**config.mk**
```make
export PLATFORM = sky130hd
export DESIGN_NAME = ssr_ctrl
export DESIGN_NICKNAME = d
export VERILOG_FILES = /design/src/hw/rtl/ssr_pkg.sv /design/src/hw/rtl/ssr_ctrl.sv
export SDC_FILE = /design/constraint.sdc
export NUM_CORES = 1
export LEC_CHECK = 0
export BUFFER_PORTS_ARGS = -buffer_cell sky130_fd_sc_hd__buf_2
export CAP_MARGIN = 20
export CORE_AREA = 4 4 41 43
export DETAILED_ROUTE_END_ITERATION = 10
export DIE_AREA = 0 0 45 47
export GPL_ROUTABILITY_DRIVEN = 0
export PLACE_DENSITY_LB_ADDON = 0.3
export SYNTH_ARGS = -nofsm -noshare
export SYNTH_HDL_FRONTEND = slang
export SYNTH_SLANG_ARGS = --single-unit
```
**constraint.sdc**
```tcl
create_clock -name clk -period 1.1 [get_ports clk]
set_clock_uncertainty 0.05 [all_clocks]
set_input_delay 0.33 -clock clk [delete_from_list [all_inputs] [get_ports clk]]
set_output_delay 0.33 -clock clk [all_outputs]
set_load 0.02 [all_outputs]
```
**src/hw/rtl/ssr_pkg.sv**
```systemverilog
// Shared types and constants for the slot store command responder.
package ssr_pkg;

  // Default configuration of the slot store.
  localparam int SLOT_BYTES_DEF = 256;
  localparam int SLOT_COUNT_DEF = 48;

  // Field widths.
  localparam int BYTE_W  = 8;
  localparam int LINES_W = 10;
  localparam int DEV_W   = 2;

  // Command codes and answers.
  localparam logic [BYTE_W-1:0] SET_DEV_LO  = 8'h01;
  localparam logic [BYTE_W-1:0] SET_DEV_HI  = 8'h03;
  localparam logic [BYTE_W-1:0] CMD_GET_DEV = 8'h04;
  localparam logic [BYTE_W-1:0] CMD_SYNC    = 8'h0B;
  localparam logic [BYTE_W-1:0] CMD_LINE_LO = 8'h11;
  localparam logic [BYTE_W-1:0] CMD_LINE_HI = 8'h1A;
  localparam logic [BYTE_W-1:0] LOAD_BASE   = 8'h20;
  localparam logic [BYTE_W-1:0] SAVE_BASE   = 8'h50;
  localparam logic [BYTE_W-1:0] SAVE_END    = 8'h80;
  localparam logic [BYTE_W-1:0] ANS_DEV_OK  = 8'h04;
  localparam logic [BYTE_W-1:0] ANS_NEXT    = 8'h0C;
  localparam logic [BYTE_W-1:0] ANS_SYNC    = 8'h0D;
  localparam logic [3:0]        LINE_GROUP  = 4'h1;

  // Transfer mode of the datapath.
  typedef enum logic [2:0] {
    MODE_IDLE = 3'b001,
    MODE_LOAD = 3'b010,
    MODE_SAVE = 3'b100
  } mode_t;

  // Sequencer states.
  typedef enum logic [2:0] {
    ST_IDLE = 3'b001,
    ST_EXEC = 3'b010,
    ST_RESP = 3'b100
  } ctl_state_t;

  // Commands from the controller to the datapath.
  typedef struct packed {
    logic capture;
    logic exec;
  } ctl_cmd_t;

endpackage

```
**src/hw/rtl/ssr_ctrl.sv**
```systemverilog
// Controller state machine that sequences one item through the datapath.
module ssr_ctrl (
  input  logic              clk,
  input  logic              rst_n,
  input  logic              start,
  output logic              busy,
  output logic              out_valid,
  output ssr_pkg::ctl_cmd_t cmd
);
  import ssr_pkg::*;

  ctl_state_t state_r;
  ctl_state_t state_nxt;

  // Next-state logic: capture, execute, respond.
  always_comb begin
    state_nxt = state_r;
    case (state_r)
      ST_IDLE: begin
        if (start) begin
          state_nxt = ST_EXEC;
        end
      end
      ST_EXEC: begin
        state_nxt = ST_RESP;
      end
      ST_RESP: begin
        state_nxt = ST_IDLE;
      end
      default: begin
        state_nxt = ST_IDLE;
      end
    endcase
  end

  // State register.
  always_ff @(posedge clk) begin
    if (!rst_n) begin
      state_r <= ST_IDLE;
    end else begin
      state_r <= state_nxt;
    end
  end

  // Handshake and datapath commands.
  assign busy        = (state_r != ST_IDLE);
  assign out_valid   = (state_r == ST_RESP);
  assign cmd.capture = (state_r == ST_IDLE) && start;
  assign cmd.exec    = (state_r == ST_EXEC);

endmodule

```
==> flow_summary.json, run 1 <==
{
  "setup_slack_ps": -441,
  "netlist_instances": 15,
  "regMostFlops": "state_r",
  "timing.rr.start": "state_r[1]",
  "hp-class": "in2reg",
  "routed_wl_microns": 445,
  "violations": "setup timing",
  "antenna_left": 0,
  "rsz0062_at_grt": "yes",
  "drt-initial-drc-count": 1,
  "grt_max_degree": 5,
  "die_w_microns": 45,
  "worstHoldStart": "rst_n",
  "startpoint_type": "register",
  "portBuffers": 6,
  "htree_num_levels": 1,
  "final_nets": 35,
  "yosysWarnings": 0,
  "final_common_cell": "buf_4",
  "synth-seq-area-share": 0.407,
  "reg.largest.list": "state_r: 3 flops",
  "via_count": 158,
  "r2r-end": "state_r[2]",
  "powerDensity_mw_per_mm2": 1230,
  "grt_first_pass_wirelength_microns": 793,
  "core.rowCount": 13,
  "fp.coreArea_sq_mm": 0.00130,
  "avgSynthCellArea_sq_um": 9.84,
  "r2r_setup_slack_ps": -200,
  "antenna_found_initial": 0,
  "area_growth_pct": 119,
  "most-common-layout-cells": "buf_4, buf_6, clkbuf_4, buf_2, dfxtp_2",
  "crit_type": "reg2out",
  "min_period_over_period": 1.40,
  "largest_reg_flops": 3,
  "die_area_sq_mm": 0.00212,
  "timing.fmax_ghz": 0.649,
  "route.detailed.drc": 0,
  "crit_path_max_fanout": 3,
  "slew_headroom": 0.864,
  "place_ws_ps": -215,
  "netlist.area_leader.share": 0.407,
  "leakagePower_nw": 0.152,
  "syn-num-nets": 18,
  "root_buffer": "clkbuf_4",
  "netlist_area_sq_um": 148,
  "cp.required_ps": 720,
  "drv_cap": 0,
  "placed_area_sq_um": 236,
  "clkSlewWorstSetupHoldPaths_ps": 40,
  "ys_types": 12,
  "cp.arrival_ps": 1160,
  "grt-ovfl-total": 0,
  "design_area_sq_um": 323,
  "antenna_cells": 0,
  "synth_area_leader_cell": "dfxtp_1",
  "avgRoutedWirePerCell_microns": 9.67,
  "hold_end": "state_r[0]",
  "cp-end-kind": "output port",
  "fin_crit_ps": 1540,
  "clk_latency_ps": 230,
  "outcome": "finished, violations left",
  "cpPeakStageDelay_ps": 390,
  "path_cells": "or3b_4, nor2_4, buf_6",
  "crit_start": "state_r[0]",
  "boundaryPins": 7,
  "yosys-top-cells-area": "dfxtp_1, nor2b_1, and4b_2",
  "ys_ff_latch": 3,
  "grt_usage": 0.0599,
  "dr.pass1.iters": 2,
  "clock_path_buffers": 2,
  "drive_above_1_share": 0.839,
  "tightest_slew_ps": 203,
  "numClockSinks": 3,
  "numCtsBuffers": 3,
  "peakVddDrop_mv": 0.614,
  "cts_tree": "built",
  "hold_depth": 3,
  "die_h_microns": 47,
  "crit_path_top_delay_cell": "or3b_4",
  "final-setup-viol-count": 6,
  "reg2regPathDepth": 6,
  "initial_core_util": 0.113,
  "slew_violations": 0,
  "hold_viol": 0,
  "grt_pass1_vias": 194,
  "viasPerCell": 3.43
}
## where the power goes
group          leakage, nW  switching (mW)  internal [mW]
Clock               0.0150          0.0574          0.136
Combinational        0.112          0.0380         0.0455
Sequential          0.0247         0.00350          0.116
## layer usage
metal / global-route usage / part of all wire
met1: 0.0611 / 0.49
met2: 0.0791 / 0.44
met3: 0.0460 / 0.063
met4: 0.0526 / 0
met5: 0 / 0
## layout make-up
cell class,instances,area [sq um]
Fill cell,158,978
Multi-Input combinational cell,10,106
Timing Repair Buffer,13,105
Sequential cell,3,62.6
Clock buffer,4,26.3
Tap cell,15,18.8
Inverter,1,3.75
## cell families after synthesis
group / count (synthesis) / share of synthesized area
buffers and inverters: 2 / 0.0763
AND/OR/NAND/NOR: 9 / 0.483
flip-flops: 3 / 0.407
AO/OA/AOI/OAI: 1 / 0.0339
## repair_timing
action	in CTS	in global routing
gates resized for setup	12	0
hold buffers	0	0
setup buffers	1	2
pin swaps	1	2
setup endpoints to repair	4	6
## through the flow
stage,total power [mW],std cells,TNS (ps),utilization,hold WS (ps)
6_report,0.397,46,-1900,0.248,376
5_1_grt,0.435,46,-2190,0.248,372
4_1_cts,0.407,45,-1730,0.242,366
3_5_place_dp,0.188,40,-682,0.182,547
3_3_place_gp,0.187,40,-648,0.182,557
2_1_floorplan,0.161,15,-446,-,428
## cells in the mapped netlist
library cell  n
dfxtp_1       3
nor2b_1       2
and2_1        1
and2b_2       1
and3b_2       1
and4b_2       1
buf_4         1
inv_1         1
nor2_2        1
nor3b_1       1
o21ai_0       1
or3b_1        1
## worst max-delay path by stage
stage                  end  slack, ps  cells after the start
floorplan           cmd[1]       -190                      2
global placement    cmd[1]       -220                      3
detailed placement  cmd[1]       -220                      3
CTS                 cmd[1]       -450                      3
global route        cmd[1]       -490                      3
finish              cmd[1]       -440                      3
## worst max-delay path: cells and delay by family (launching register included)
| kind | cells | cell delay (ps) |
|---|---|---|
| buffers and inverters | 1 | 120 |
| DFF | 1 | 330 |
| and+or+nand+nor | 2 | 480 |
Power figures use the tool's default switching activity.
==> run 2: changes to the inputs <==
--- a/config.mk
+++ b/config.mk
@@ -5,11 +5,11 @@
 export SDC_FILE = /design/constraint.sdc
 export NUM_CORES = 1
 export LEC_CHECK = 0
-export BUFFER_PORTS_ARGS = -buffer_cell sky130_fd_sc_hd__buf_2
 export CAP_MARGIN = 20
 export CORE_AREA = 4 4 41 43
 export DETAILED_ROUTE_END_ITERATION = 10
 export DIE_AREA = 0 0 45 47
+export DONT_BUFFER_PORTS = 1
 export GPL_ROUTABILITY_DRIVEN = 0
 export PLACE_DENSITY_LB_ADDON = 0.3
 export SYNTH_ARGS = -nofsm -noshare
==> run 2 against run 1 <==
- the flow still finishes with violations (setup timing)
- final cell count down 11%
- sequential cell count unchanged
- design area down 14%
==> flow_summary.json, run 2 (same netlist as run 1, synthesis figures left out) <==
{
  "outcome": "finished, violations left",
  "violations": "setup timing",
  "crit_type": "reg2out",
  "clk_latency_ps": 230,
  "hold_viol": 0,
  "grt_usage": 0.0512,
  "slew_violations": 0,
  "core.rowCount": 13,
  "p_sw_frac": 0.243,
  "routed_wl_microns": 342,
  "p_comb_frac": 0.177,
  "drt-initial-drc-count": 2,
  "fin_crit_ps": 1500,
  "powerDensity_mw_per_mm2": 1370,
  "cp.arrival_ps": 1120,
  "hold_ws_ps": 265,
  "boundaryPins": 7,
  "grt_first_pass_wirelength_microns": 614,
  "htree_num_levels": 1,
  "tightest_slew_ps": 170,
  "fp.coreArea_sq_mm": 0.00130,
  "drive_above_1_share": 0.846,
  "timing.fmax_ghz": 0.668,
  "drv_cap": 0,
  "die_w_microns": 45,
  "place_ws_ps": -162,
  "leakagePower_nw": 0.127,
  "grt-ovfl-total": 0,
  "final_common_cell": "buf_4",
  "power.switching_uw": 93.0,
  "crit_path_max_fanout": 3,
  "final_nets": 30,
  "hpwl_microns": 280,
  "grt_max_degree": 4,
  "root_buffer": "clkbuf_4",
  "slew_headroom": 0.887,
  "portBuffers": 0,
  "cp-end-kind": "output port",
  "numClockSinks": 3,
  "rsz0062_at_grt": "yes",
  "antenna_found_initial": 0,
  "cts_tree": "built",
  "setup_slack_ps": -397,
  "reg.largest.list": "state_r: 3 flops",
  "most-common-layout-cells": "buf_4, clkbuf_4, dfxtp_2",
  "clkPwrFrac": 0.510,
  "clock_path_buffers": 2,
  "peakVddDrop_mv": 0.393,
  "final-setup-viol-count": 4,
  "sequentialPowerShare": 0.313,
  "antenna_cells": 0,
  "regMostFlops": "state_r",
  "largest_reg_flops": 3,
  "viasPerCell": 3.49,
  "antenna_left": 0,
  "min_period_over_period": 1.36,
  "grt_pass1_vias": 155,
  "area_growth_pct": 89.0,
  "fin_util": 0.214,
  "die_area_sq_mm": 0.00212,
  "total_power_uw": 383,
  "via_count": 143,
  "startpoint_type": "register",
  "avgRoutedWirePerCell_microns": 8.34,
  "cp.required_ps": 720,
  "dr.pass1.iters": 2,
  "die_h_microns": 47,
  "cts.hold.buffers_added": 0,
  "clkSlewWorstSetupHoldPaths_ps": 40,
  "route.detailed.drc": 0,
  "hp-class": "in2reg",
  "internal_power_uw": 290,
  "numCtsBuffers": 3,
  "tns_ps": -1360,
  "initial_core_util": 0.113
}
==> run 2: power by group through the flow <==
stage	combinational [mW]	sequential, mW	clock (mW)
2_1_floorplan	0.0395	0.122	0
5_1_grt	0.0731	0.121	0.210
3_5_place_dp	0.0594	0.122	0
3_3_place_gp	0.0594	0.122	0
4_1_cts	0.0654	0.120	0.204
6_report	0.0676	0.120	0.195
==> run 2: repair_timing <==
action | in CTS | in global routing
setup endpoints to repair | 4 | 5
hold endpoints to repair | 0 | 0
setup buffers | 1 | 0
resized for setup | 2 | 5
pin swaps | 0 | 1
==> run 2: worst paths after layout <==
check	slack, ps	endpoint	start	cells past startpoint
setup / recovery	-400	cmd[1]	state_r[1]	2
hold / removal	260	state_r[1]	start	1
setup reg to reg	40	state_r[2]	state_r[0]	4
hold reg to reg	550	state_r[0]	state_r[2]	3
==> run 2: cell type report <==
| cell class | count | area (sq um) |
|---|---|---|
| multi-input cells | 10 | 98.8 |
| repair buffers | 8 | 67.6 |
| fillers | 156 | 1020 |
| flip-flops and latches | 3 | 63.8 |
| clock buffers | 4 | 26.3 |
| inverters | 1 | 3.75 |
| well taps | 15 | 18.8 |
==> run 2: worst max-delay path, stage by stage (launching register included) <==
cell and delay, ps:
dfxtp_2 310, or3b_4 420, nor2_4 160
==> run 2: per-stage QoR <==
stage               instance area (sq um)  cells
floorplan                             158     15
global placement                      221     36
detailed placement                    221     36
global route                          279     41
CTS                                   264     41
finish                                279     41
==> run 2: routing by layer <==
| layer | up-vias | wire (microns) | global-route usage | share of wire |
|---|---|---|---|---|
| li1 | 71 | - | - | - |
| met1 | 59 | 167 | 0.0450 | 0.49 |
| met2 | 9 | 103 | 0.0565 | 0.30 |
| met3 | 4 | 40 | 0.0268 | 0.12 |
| met4 | 0 | 31 | 0.105 | 0.091 |
| met5 | - | 0 | 0 | 0 |
==> run 3: changes to the inputs <==
--- a/config.mk
+++ b/config.mk
@@ -5,6 +5,7 @@
 export SDC_FILE = /design/constraint.sdc
 export NUM_CORES = 1
 export LEC_CHECK = 0
+export ABC_AREA = 1
 export CAP_MARGIN = 20
 export CORE_AREA = 4 4 41 43
 export DETAILED_ROUTE_END_ITERATION = 10
==> run 3 against run 2 <==
- the run still ends with setup timing left
- synthesized cell count increased by 33%
- wire length decreased by 1.5%
- synthesized area decreased by 1.7%
- design area decreased by 14%
- die area unchanged
- sequential share of layout area increased by 3.7 points
- worst hold slack got worse by 130 ps
- critical path type unchanged
- largest power group unchanged
==> flow_summary.json, run 3 <==
{
  "yosysWarnings": 0,
  "portBuffers": 0,
  "syn-num-nets": 23,
  "viasPerCell": 3.50,
  "final_nets": 31,
  "die_area_sq_mm": 0.00212,
  "netlist_instances": 20,
  "violations": "setup timing",
  "via_count": 147,
  "grt_usage": 0.0434,
  "yosys-top-cells-count": "inv_1, dfxtp_1, nand3_1, nor2_1",
  "yosys-top-cells-area": "dfxtp_1, inv_1, nand3_1",
  "boundaryPins": 7,
  "avgRoutedWirePerCell_microns": 8.02,
  "rsz0062_at_grt": "yes",
  "setup_slack_ps": -181,
  "peakVddDrop_mv": 0.377,
  "cpPeakStageDelay_ps": 310,
  "grt-ovfl-total": 0,
  "drive_above_1_share": 0.667,
  "total_power_uw": 395,
  "place_ws_ps": 16.8,
  "routed_wl_microns": 337,
  "yosys.cell_count.top_type": "inv_1",
  "cp.arrival_ps": 900,
  "regMostFlops": "state_r",
  "synth_edf_count": 0,
  "hp-class": "in2reg",
  "fp.coreArea_sq_mm": 0.00130,
  "placed_area_sq_um": 186,
  "synth-seq-area-share": 0.414,
  "die_w_microns": 45,
  "reg.largest.list": "state_r: 3 flops",
  "hold_viol": 0,
  "cts_tree": "built",
  "drv_cap": 0,
  "outcome": "finished, violations left",
  "clk_latency_ps": 230,
  "initial_core_util": 0.112,
  "root_buffer": "clkbuf_4",
  "antenna_cells": 0,
  "crit_type": "reg2out",
  "crit_path_top_delay_cell": "dfxtp_2",
  "fin_crit_ps": 1280,
  "antenna_left": 0,
  "htree_num_levels": 1,
  "crit_path_max_fanout": 3,
  "path_cells": "inv_2, nand3_2, nor2_4",
  "cp-end-kind": "output port",
  "ys_ff_latch": 3,
  "clkSlewWorstSetupHoldPaths_ps": 40,
  "grt_max_degree": 4,
  "avgSynthCellArea_sq_um": 7.26,
  "numClockSinks": 3,
  "final-setup-viol-count": 4,
  "design_area_sq_um": 240,
  "numCtsBuffers": 3,
  "drt-initial-drc-count": 0,
  "slew_headroom": 0.896,
  "cp.required_ps": 720,
  "cts.hold.buffers_added": 0,
  "synth_flop_cell": "dfxtp_1",
  "slew_violations": 0,
  "synth_area_leader_cell": "dfxtp_1",
  "area_growth_pct": 65.5,
  "powerDensity_mw_per_mm2": 1650,
  "dr.pass1.iters": 1,
  "leakagePower_nw": 0.116,
  "grt_first_pass_wirelength_microns": 538,
  "netlist.area_leader.share": 0.414,
  "route.detailed.drc": 0,
  "netlist_area_sq_um": 145,
  "most-common-layout-cells": "inv_1, clkbuf_4, buf_4, dfxtp_2",
  "clock_path_buffers": 2,
  "ys_types": 10,
  "hpwl_microns": 260,
  "timing.fmax_ghz": 0.780,
  "startpoint_type": "register",
  "grt_pass1_vias": 154,
  "die_h_microns": 47,
  "ys_async_sr_fraction": 0,
  "min_period_over_period": 1.16,
  "core.rowCount": 13,
  "largest_reg_flops": 3,
  "tightest_slew_ps": 155,
  "antenna_found_initial": 0
}
[run 3: final timing paths]
check / from / end / slack (ps) / cells past startpoint
worst max-delay path: state_r[2] / cmd[1] / -180 / 3
worst min register to register: state_r[2] / state_r[0] / 480 / 3
worst max register to register: state_r[0] / state_r[0] / 50 / 6
worst min-delay path: rst_n / state_r[0] / 140 / 1
[run 3: layout make-up]
| cell class | instances | area, sq um |
|---|---|---|
| tap | 15 | 18.8 |
| sequential | 3 | 63.8 |
| timing repair buffer | 4 | 33.8 |
| multi-input combinational | 10 | 72.6 |
| fill | 162 | 1060 |
| inverter | 6 | 25.0 |
| clock buffer | 4 | 26.3 |
[run 3: cell families after synthesis]
group         share of synthesized area
simple gates                      0.379
buf+inv                           0.207
flops                             0.414
[run 3: layer usage]
layer,vias up,GRT usage,part of all wire
li1,74,-,-
met1,65,0.0362,0.39
met2,6,0.0452,0.42
met3,2,0.0307,0.14
met4,0,0.0877,0.036
met5,-,0,0
[run 3: metrics by stage]
stage,hold slack (ps),util,setup TNS (ps),std cells
CTS,128,0.177,-689,41
finish,139,0.185,-625,42
global route,136,0.185,-858,42
floorplan,365,-,-77.9,20
detailed placement,370,0.143,0,37
global placement,367,0.143,0,37
[run 3: power by group]
| part | leakage (nW) | internal, mW | switching, mW |
|---|---|---|---|
| Sequential | 0.0252 | 0.120 | 0.00902 |
| Combinational | 0.0756 | 0.0310 | 0.0491 |
| Clock | 0.0150 | 0.136 | 0.0510 |
| Total | 0.116 | 0.286 | 0.109 |
[run 3: repair_timing]
action,in CTS,in global routing
pin swaps,0,0
gates resized for setup,8,1
endpoints found under the setup margin,4,4
setup buffers,0,1
[run 3: critical path, delay by kind of cell, from the launching register on]
family        cells  cell delay, ps
simple gates      2             290
buf+inv           1              80
flops             1             310
